## src/hw/rtl/frfs_pkg.sv

```systemverilog
package frfs_pkg;

    localparam int unsigned IdxW  = 10;
    localparam int unsigned SizeW = 11;

    typedef enum logic {
        K_WRITE  = 1'b0,
        K_SEARCH = 1'b1
    } t_kind;

    typedef struct packed {
        logic             kind;
        logic [IdxW-1:0]  slot_index;
        logic             slot_busy;
        logic [SizeW-1:0] request_size;
    } t_in_item;

    typedef struct packed {
        logic            first_found;
        logic [IdxW-1:0] first_start;
        logic            best_found;
        logic [IdxW-1:0] best_start;
        logic            worst_found;
        logic [IdxW-1:0] worst_start;
    } t_out_item;

    typedef enum logic [2:0] {
        S_CLEAR,
        S_IDLE,
        S_WRITE,
        S_SCAN,
        S_DONE
    } t_state;

endpackage

```

## src/hw/rtl/frfs_ram.sv

```systemverilog
module frfs_ram #(
    parameter int unsigned WIDTH = 16,
    parameter int unsigned DEPTH = 64
) (
    input  logic                     i_clk,
    input  logic                     i_we,
    input  logic [$clog2(DEPTH)-1:0] i_waddr,
    input  logic [WIDTH-1:0]         i_wdata,
    input  logic [$clog2(DEPTH)-1:0] i_raddr,
    output logic [WIDTH-1:0]         o_rdata
);

    logic [WIDTH-1:0] r_mem [DEPTH];
    logic [WIDTH-1:0] r_rdata;

    always_ff @(posedge i_clk) begin
        if (i_we) begin
            r_mem[i_waddr] <= i_wdata;
        end
        r_rdata <= r_mem[i_raddr];
    end

    assign o_rdata = r_rdata;

endmodule

```

## src/hw/rtl/free_run_fit_search.sv

```systemverilog
// Free-run fit search. The occupancy map sits in a RAM of (SLOTS+15)/16
// words of 16 bits. After reset a clearing pass writes zero to every word
// with busy high. A write item is a read-modify-write: busy is high for one
// cycle after the item is taken, while the word is written back, so a new
// item is only taken once the write is through. A search walks the map one
// slot per cycle, with the next 16-bit word read while the current one is
// scanned. One extra step closes a run at the map end and one more settles
// the result, with busy high throughout. o_valid pulses for one cycle with
// the result as busy drops, and the receiver cannot hold it off. Writes to a
// slot at or above SLOTS are ignored.
module free_run_fit_search #(
    parameter int unsigned SLOTS = 1024
) (
    input  logic                i_clk,
    input  logic                i_rst_n,
    input  logic                start,
    output logic                busy,
    input  frfs_pkg::t_in_item  i_item,
    output logic                o_valid,
    output frfs_pkg::t_out_item o_item
);
    import frfs_pkg::*;

    localparam int unsigned WordW = 16;
    localparam int unsigned Words = (SLOTS + WordW - 1) / WordW;
    localparam int unsigned AddrW = (Words > 1) ? $clog2(Words) : 1;
    localparam int unsigned BitW  = $clog2(WordW);
    localparam int unsigned PosW  = $clog2(SLOTS + 1) + 1;

    t_state r_state, n_state;
    logic [AddrW-1:0] r_addr, n_addr;
    logic [BitW-1:0]  r_bit, n_bit;
    logic [PosW-1:0]  r_pos, n_pos;
    logic [PosW-1:0]  r_run, n_run;
    logic [PosW-1:0]  r_size;
    logic [IdxW-1:0]  r_idx;
    logic             r_bval;
    logic [WordW-1:0] r_word;
    logic             r_fitok;
    logic             r_ff, r_bf, r_wf;
    logic [PosW-1:0]  r_fs, r_bs, r_ws, r_blen, r_wlen;
    logic             r_valid;

    logic             ram_we;
    logic [AddrW-1:0] ram_waddr, ram_raddr;
    logic [WordW-1:0] ram_wdata, ram_rdata;
    logic             r_loaded;

    frfs_ram #(.WIDTH(WordW), .DEPTH(Words)) u_ram (
        .i_clk   (i_clk),
        .i_we    (ram_we),
        .i_waddr (ram_waddr),
        .i_wdata (ram_wdata),
        .i_raddr (ram_raddr),
        .o_rdata (ram_rdata)
    );

    logic accept;
    assign busy   = (r_state != S_IDLE);
    assign accept = start && !busy;

    // scan step signals
    logic [WordW-1:0] cur_word;
    logic             cur_free, closing, fits;
    logic [PosW-1:0]  st;
    logic             last_bit;
    assign cur_word = r_loaded ? ram_rdata : r_word;
    assign cur_free = (r_pos < PosW'(SLOTS)) && !cur_word[r_bit];
    assign closing  = !cur_free && (r_run != '0);
    assign fits     = closing && r_fitok && (r_run >= r_size);
    assign st       = r_pos - r_run;
    assign last_bit = (r_pos == PosW'(SLOTS));

    // next state
    always_comb begin
        n_state = r_state;
        unique case (r_state)
            S_CLEAR: if (r_addr == AddrW'(Words - 1)) n_state = S_IDLE;
            S_IDLE: begin
                if (accept) begin
                    n_state = (i_item.kind == K_SEARCH) ? S_SCAN : S_WRITE;
                end
            end
            S_WRITE: n_state = S_IDLE;
            S_SCAN:  if (last_bit) n_state = S_DONE;
            S_DONE:  n_state = S_IDLE;
            default: n_state = S_IDLE;
        endcase
    end

    // RAM port control
    always_comb begin
        ram_we    = 1'b0;
        ram_waddr = r_addr;
        ram_wdata = '0;
        ram_raddr = r_addr;
        n_addr    = r_addr;
        n_bit     = r_bit;
        n_pos     = r_pos;
        n_run     = r_run;
        unique case (r_state)
            S_CLEAR: begin
                ram_we = 1'b1;
                n_addr = r_addr + AddrW'(1);
            end
            S_IDLE: begin
                n_addr    = AddrW'(i_item.slot_index >> BitW);
                ram_raddr = (i_item.kind == K_SEARCH) ? '0 : n_addr;
                if (i_item.kind == K_SEARCH) n_addr = '0;
                n_bit = '0;
                n_pos = '0;
                n_run = '0;
            end
            S_WRITE: begin
                ram_we    = (32'(r_idx) < 32'(SLOTS));
                ram_wdata = ram_rdata;
                ram_wdata[r_idx[BitW-1:0]] = r_bval;
            end
            S_SCAN: begin
                n_pos = r_pos + PosW'(1);
                n_bit = r_bit + BitW'(1);
                n_run = cur_free ? r_run + PosW'(1) : '0;
                if (r_bit == BitW'(WordW - 1)) begin
                    n_addr = r_addr + AddrW'(1);
                end
                // prefetch next word while scanning this one
                ram_raddr = r_addr + AddrW'(1);
            end
            default: ;
        endcase
    end

    // control registers
    always_ff @(posedge i_clk) begin
        if (!i_rst_n) begin
            r_state <= S_CLEAR;
            r_addr  <= '0;
            r_valid <= 1'b0;
        end else begin
            r_state <= n_state;
            r_addr  <= n_addr;
            r_valid <= (r_state == S_DONE);
        end
    end

    // datapath registers
    always_ff @(posedge i_clk) begin
        r_bit    <= n_bit;
        r_pos    <= n_pos;
        r_run    <= n_run;
        r_loaded <= 1'b0;
        if (r_state == S_IDLE && accept) begin
            r_idx    <= i_item.slot_index;
            r_bval   <= i_item.slot_busy;
            r_size   <= PosW'(i_item.request_size);
            r_fitok  <= (i_item.request_size != '0) &&
                        (32'(i_item.request_size) <= 32'(SLOTS));
            r_ff     <= 1'b0;
            r_bf     <= 1'b0;
            r_wf     <= 1'b0;
            r_fs     <= '0;
            r_bs     <= '0;
            r_ws     <= '0;
            r_blen   <= '0;
            r_wlen   <= '0;
            r_loaded <= 1'b1;
        end
        if (r_state == S_SCAN) begin
            r_word   <= cur_word;
            r_loaded <= (r_bit == BitW'(WordW - 1));
            if (fits) begin
                if (!r_ff) begin
                    r_ff <= 1'b1;
                    r_fs <= st;
                end
                if (!r_bf || r_run < r_blen) begin
                    r_bf   <= 1'b1;
                    r_bs   <= st;
                    r_blen <= r_run;
                end
                if (!r_wf || r_run > r_wlen) begin
                    r_wf   <= 1'b1;
                    r_ws   <= st;
                    r_wlen <= r_run;
                end
            end
        end
    end

    // result
    assign o_valid            = r_valid;
    assign o_item.first_found = r_ff;
    assign o_item.first_start = IdxW'(r_fs);
    assign o_item.best_found  = r_bf;
    assign o_item.best_start  = IdxW'(r_bs);
    assign o_item.worst_found = r_wf;
    assign o_item.worst_start = IdxW'(r_ws);

endmodule
```

## config.mk

```make
export PLATFORM = sky130hd
export DESIGN_NAME = free_run_fit_search
export DESIGN_NICKNAME = d
export VERILOG_FILES = /design/src/hw/rtl/frfs_pkg.sv /design/src/hw/rtl/frfs_ram.sv /design/src/hw/rtl/free_run_fit_search.sv
export SDC_FILE = /design/constraint.sdc
export NUM_CORES = 2
export LEC_CHECK = 0
export BUFFER_PORTS_ARGS = -buffer_cell sky130_fd_sc_hd__buf_4
export CAP_MARGIN = 20
export CELL_PAD_IN_SITES_DETAIL_PLACEMENT = 1
export CELL_PAD_IN_SITES_GLOBAL_PLACEMENT = 2
export CORE_MARGIN = 2
export CORE_UTILIZATION = 49
export DETAILED_ROUTE_END_ITERATION = 10
export MAX_ROUTING_LAYER = met4
export PLACE_DENSITY = 0.95
export SLEW_MARGIN = 20
export SYNTH_ARGS = -nofsm -noshare
export SYNTH_HDL_FRONTEND = slang
export SYNTH_SLANG_ARGS = --single-unit
export TNS_END_PERCENT = 1
```

## constraint.sdc

```tcl
create_clock -name i_clk -period 9.7 [get_ports i_clk]
set_input_delay 1.94 -clock i_clk [delete_from_list [all_inputs] [get_ports i_clk]]
set_output_delay 1.94 -clock i_clk [all_outputs]
set_load 0.01 [all_outputs]
```

# ---- Word level (Yosys, flattened, before mapping)
# Memories as Yosys holds them, arrays and structs flattened. A register that Yosys moved wholly into a read port is not among the register bits.
# Index checks and enable logic that the tools add are counted.
dict set report op_classes {
  n_addsub 5
  mux 57
  eq_ne 12
  n_reduce_logical 23
  magnitude_cmp 8
}
# operator count
set ops {}
lappend ops {{12-bit 2-to-1 mux} 21}
lappend ops {{12-bit one-hot mux with 2 select lines} 2}
lappend ops {{16-bit 2-to-1 mux} 2}
lappend ops {{12-bit by 1-bit adder with 12-bit output, second input constant} 2}
lappend ops {{1-bit 2-to-1 mux} 20}
lappend ops {{6-bit one-hot mux with 3 select lines} 1}
lappend ops {{16-bit bitwise mux} 1}
lappend ops {{12-bit by 11-bit == test with 1-bit output, second input constant} 1}
lappend ops {{12-bit by 11-bit greater-or-equal comparator with 1-bit output} 1}
lappend ops {{12-bit > comparator} 1}
lappend ops {{12-bit by 11-bit less-than comparator with 1-bit output, second input constant} 1}
lappend ops {{12-bit less-than comparator} 1}
lappend ops {{6-bit 2-to-1 mux} 2}
lappend ops {{6-bit one-hot mux with 2 select lines} 1}
lappend ops {{12-bit nonzero test} 1}
lappend ops {{12-bit subtractor} 1}
lappend ops {{11-bit <= comparator, second input constant} 1}
lappend ops {{11-bit nonzero test} 1}
lappend ops {{4-bit by 5-bit less-than comparator with 1-bit output, second input constant} 2}
lappend ops {{3-bit 2-to-1 mux} 3}
lappend ops {{3-bit one-hot mux with 3 select lines} 1}
lappend ops {{1-bit logical AND} 8}
lappend ops {{2-bit != test, second input constant} 4}
lappend ops {{4-bit one-hot mux with 2 select lines} 1}
lappend ops {{other kinds (19)} 25}
dict set report totals {
  inputBits 26
  n_memories 1
  ram_bits 1024
  register_bits 135
}
# name depth width rd rd_ports_with_merged_regs write_ports line
set mem_list {}
lappend mem_list {u_ram.r_mem 64 16 1 1 1 frfs_ram.sv:13} ;# logic [WIDTH-1:0] r_mem [DEPTH];

# ---- Depth between registers and ports, before layout
dict set report logic_depth {
  depth_word 11
  depth_mapped 14
  mapped_depth_nobuf 12
}

# ---- Hierarchy
# A second synthesis with hierarchy kept.
dict set report unflattened {
  cells_unflattened 2566
  area_unflattened_um2 47269.1
}
# mod cells_each n_inst seq_area_each_um2 area_each_um2
set modules_own_cells {}
lappend modules_own_cells {frfs_ram 1829 1 31069.8 40042.2}
lappend modules_own_cells {free_run_fit_search 737 1 3193.1 7226.9}

# ---- Least setup slack after synthesis
# OpenSTA, ideal clock, no wires.
dict set report synth_timing {
  path_type {input to register}
  start {input port i_item[16] (netlist name)}
  end {register u_ram.r_rdata[3], in the netlist u_ram.o_rdata[3], read port of u_ram.r_mem}
  required_time_ps 9573
  path_stages 11
  n_path_buf 3
  slack_ps 5710
  setup_time_ps 127
  t_arrival_ps 3863
  cell_sequence {nor2b_1 a221oi_2 buf_4 buf_4 buf_2 mux2i_1 mux2i_1 mux2i_1 mux2i_1 a32oi_1 or3b_1}
}
dict set report synth_via {
  elab_chain_cells 2
}
# element line
set synth_rtl {}
lappend synth_rtl {{from (decl)} free_run_fit_search.sv:18} ;# input frfs_pkg::t_in_item i_item,
lappend synth_rtl {{6-bit 2-to-1 mux} free_run_fit_search.sv:108} ;# ram_raddr = (i_item.kind == K_SEARCH) ? '0 : n_addr;
lappend synth_rtl {{6-bit one-hot mux with 2 select lines} free_run_fit_search.sv:101} ;# unique case (r_state)
lappend synth_rtl {{to (decl)} frfs_ram.sv:14} ;# logic [WIDTH-1:0] r_rdata;
# No other way between the ends.
# A chain may end at the register's enable or synchronous reset.

# ---- Final worst setup path
dict set report layout_timing {
  start {register r_state[0]}
  end {register u_ram.r_rdata[5], in the netlist u_ram.o_rdata[5], read port of u_ram.r_mem}
}
dict set report layout_via {
  elab_chain_cells 2
}
# element line
set layout_rtl {}
lappend layout_rtl {{from (decl)} free_run_fit_search.sv:30} ;# t_state r_state, n_state;
lappend layout_rtl {{from (signal assigned)} free_run_fit_search.sv:140} ;# r_state <= n_state;
lappend layout_rtl {{3-bit by 2-bit == test with 1-bit output / 3-bit by 1-bit == test with 1-bit output (equally long branches)} free_run_fit_search.sv:101}
lappend layout_rtl {{6-bit one-hot mux with 2 select lines (*)} free_run_fit_search.sv:101}
# Every way passes the cells marked *; elsewhere a longest branch is shown, timed or not.

==> flow_summary.yaml <==
placed_design:
  post-dp-hpwl_mm: 85.3
  portBuffers: 60
  gp_congestion: 0.891
  dp_cells: 4873
detailed_routing:
  wire_per_inst_microns: 28.6
  firstDrtPassIters: 5
  first_iter_violations: 3890
  num_vias: 32100
  drc_errors: 0
  ant_nets: 0
  routed_wl_mm: 146
  viasPerCell: 6.29
floorplanning:
  die_w_microns: 319
  core-area_sq_mm: 0.0986
  dieArea_sq_mm: 0.102
  initial_utilization: 0.495
  die_h_microns: 319
  ios: 61
  placementRows: 115
synthesis:
  synth_nets: 3716
  synth-edff-count: 1085
  synth_top_area_share: 0.668
  syn_inst: 3640
  ys_types: 69
  synth_area_leaders: "edfxtp_1, nand2_1, mux2i_1"
  ys_seq_area_frac: 0.703
  yosys_warnings: 0
  netlist_area_sq_mm: 0.0488
  synth-seq-cells: 1169
  async_flop_share: 0
  ys.flop_type: "edfxtp_1"
  syn_area_per_cell_sq_um: 13.4
  synth_largest_area_cell: "edfxtp_1"
clock_network:
  clock-sinks: 1169
  htree_levels: 3
  post_cts_resized: 0
  cts.reportedPaths.clkPinSlew_ns: 0.06
  holdBufCountCts: 0
  cts_buffers: 117
  cts_buffer_depth: 3
  clock_latency_ns: 0.77
  post_cts_buffers: 0
  root_buffer: "clkbuf_16"
  tritoncts: "built"
sta:
  tightest_slew_ns: 1.20
  hold_viol_final: 0
  max_slew_margin: 0.200
  max_freq_mhz: 186
  fin_tns_setup_ns: 0
  setup_violations: 0
  period_needed_ns: 5.38
  rsz0062_at_grt: "false"
  fin_skew_ns: 0.0803
  finalHoldWorstSlack_ns: 0.460
  period_share: 0.554
  maxSlewViolCount: 0
final_layout:
  final_cell_mix: "edfxtp_1, nand2_1, mux2i_1, nand3_1, buf_4"
  final_common_cell: "edfxtp_1"
  fin_util: 0.554
  layout-drive-gt1-share: 0.107
  fill_cells: 9522
  fin_cells: 5099
  area_growth_pct: 12.0
  nets: 3782
critical_path:
  path_class: "flip-flop to flip-flop"
  r2r-start: "r_state[0]"
  rr_worst_depth: 10
  rrSetupSlack_ns: 4.32
  crit_start: "r_state[0]"
  cp-end-kind: "flip-flop"
  critPathSlowestCell: "nor2_1"
  crit_fanout: 38
  worstPathCellList: "nand2b_4 -> inv_2 -> nand2_2 -> inv_1 -> a221oi_1 -> buf_4 -> nor2_1 -> nand4_1 -> nand4_1 -> nor4_2"
  start_kind: "flip-flop"
  critical_path.most_common_cell: "nand4_1"
  endpoint: "u_ram.o_rdata[5]"
  r2r_end: "u_ram.o_rdata[5]"
  max_stage_delay_ns: 0.92
  cp_data_required_time_ns: 10.32
  critPathArrivalTime_ns: 5.99
run:
  maxCapViolations: 0
power_and_ir_drop:
  power_density_mw_per_mm2: 194
  peakVddDrop_mv: 0.176
  cellLeakagePower_nw: 19.7
global_route:
  grt_antenna_before_repair: 8
  gr-total-overflow: 0
  grt_first_pass_wirelength_mm: 217
  grt_max_degree: 161
  grt_pass1_vias: 33700
  grt_usage: 0.293
hold_path:
  hold_path_class: "flip-flop to flip-flop"
  min_from: "r_fs[7]"
outcome:
  outcome: "finished clean"
## critical path, delay by kind of cell (launching register included)
family | cells | cell delay [ns]
DFF | 1 | 0.52
AOI/OAI and AO/OA | 1 | 0.20
and+or+nand+nor | 6 | 2.72
buffers and inverters | 3 | 1.77
## sequential cells by signal (all words and copies together), names as in the netlist
name           count
r_wf               1
r_run             12
r_ff               1
u_ram.o_rdata     16
r_state            3
o_valid            1
r_size            11
r_bs              10
r_bval             1
r_wlen            12
r_fs              10
r_bit              4
r_bf               1
r_ws              10
r_fitok            1
r_word            16
r_blen            12
r_addr             6
r_idx              4
r_pos             12
r_loaded           1
u_ram.r_mem     1024
## where the power goes
group / total [W] / internal (W) / switching, W
Clock: 0.00450 / 0.00251 / 0.00199
Combinational: 0.000601 / 0.000179 / 0.000422
Sequential: 0.00550 / 0.00546 / 0.0000399
Total: 0.0106 / 0.00815 / 0.00245
## worst min-delay path by stage
stage	cells past startpoint	endpoint
after global routing	2	r_bs[9]
after floorplan	2	r_ff
after detailed placement	2	r_ws[3]
final	2	r_fs[7]
after global placement	2	r_bs[7]
after CTS	2	r_blen[9]
## stage by stage
| step | setup slack (ns) | total power (W) | cell area (sq um) |
|---|---|---|---|
| global route | 4.12 | 0.0108 | 54600 |
| floorplan | 5.71 | 0.00596 | 48800 |
| global placement | 4.10 | 0.00616 | 50800 |
| finish | 4.32 | 0.0106 | 54600 |
| CTS | 4.45 | 0.0106 | 54600 |
| detailed placement | 4.04 | 0.00618 | 50800 |
## Yosys cell counts (13+ instances only)
| cell | count |
|---|---|
| dfxtp_1 | 84 |
| a32oi_1 | 13 |
| inv_1 | 58 |
| a211oi_1 | 34 |
| mux2_2 | 16 |
| ha_1 | 49 |
| mux2i_1 | 259 |
| o21ai_0 | 30 |
| clkbuf_1 | 80 |
| buf_4 | 29 |
| nor2_1 | 125 |
| a21oi_1 | 31 |
| and3_1 | 117 |
| nand4_1 | 18 |
| buf_6 | 15 |
| edfxtp_1 | 1085 |
| xnor2_1 | 19 |
| a311o_1 | 38 |
| buf_2 | 92 |
| nor3_1 | 16 |
| nand3_1 | 241 |
| nand2_1 | 904 |
| a311oi_1 | 103 |
| a31oi_1 | 36 |
| mux4_2 | 16 |
| or3b_1 | 13 |
## layout make-up
cell class                 count  area (sq um)  share of cell area
clock buffer                 166          3220              0.0590
sequential                  1169         34300               0.627
timing repair buffer         173          1410              0.0258
tap                         1287          1610              0.0295
multi-input combinational   2186         13300               0.244
clock inverter                51           561              0.0103
antenna                        8          20.0            0.000367
inverter                      59           221             0.00406
## metal layers
layer / GRT usage / vias up / wire length [microns]
met5: - / - / 0
met4: 0.125 / 0 / 6260
met3: 0.0584 / 345 / 13400
met2: 0.473 / 1649 / 71000
met1: 0.360 / 16500 / 55400
li1: - / 13600 / -
## cell families after synthesis
group	synth area share
compound gates	0.0524
xor+xnor	0.00503
fa+ha+maj	0.0130
buf+inv	0.0288
flops	0.703
mux	0.0643
simple gates	0.134
No activity file was read; power rests on OpenSTA's default activity.
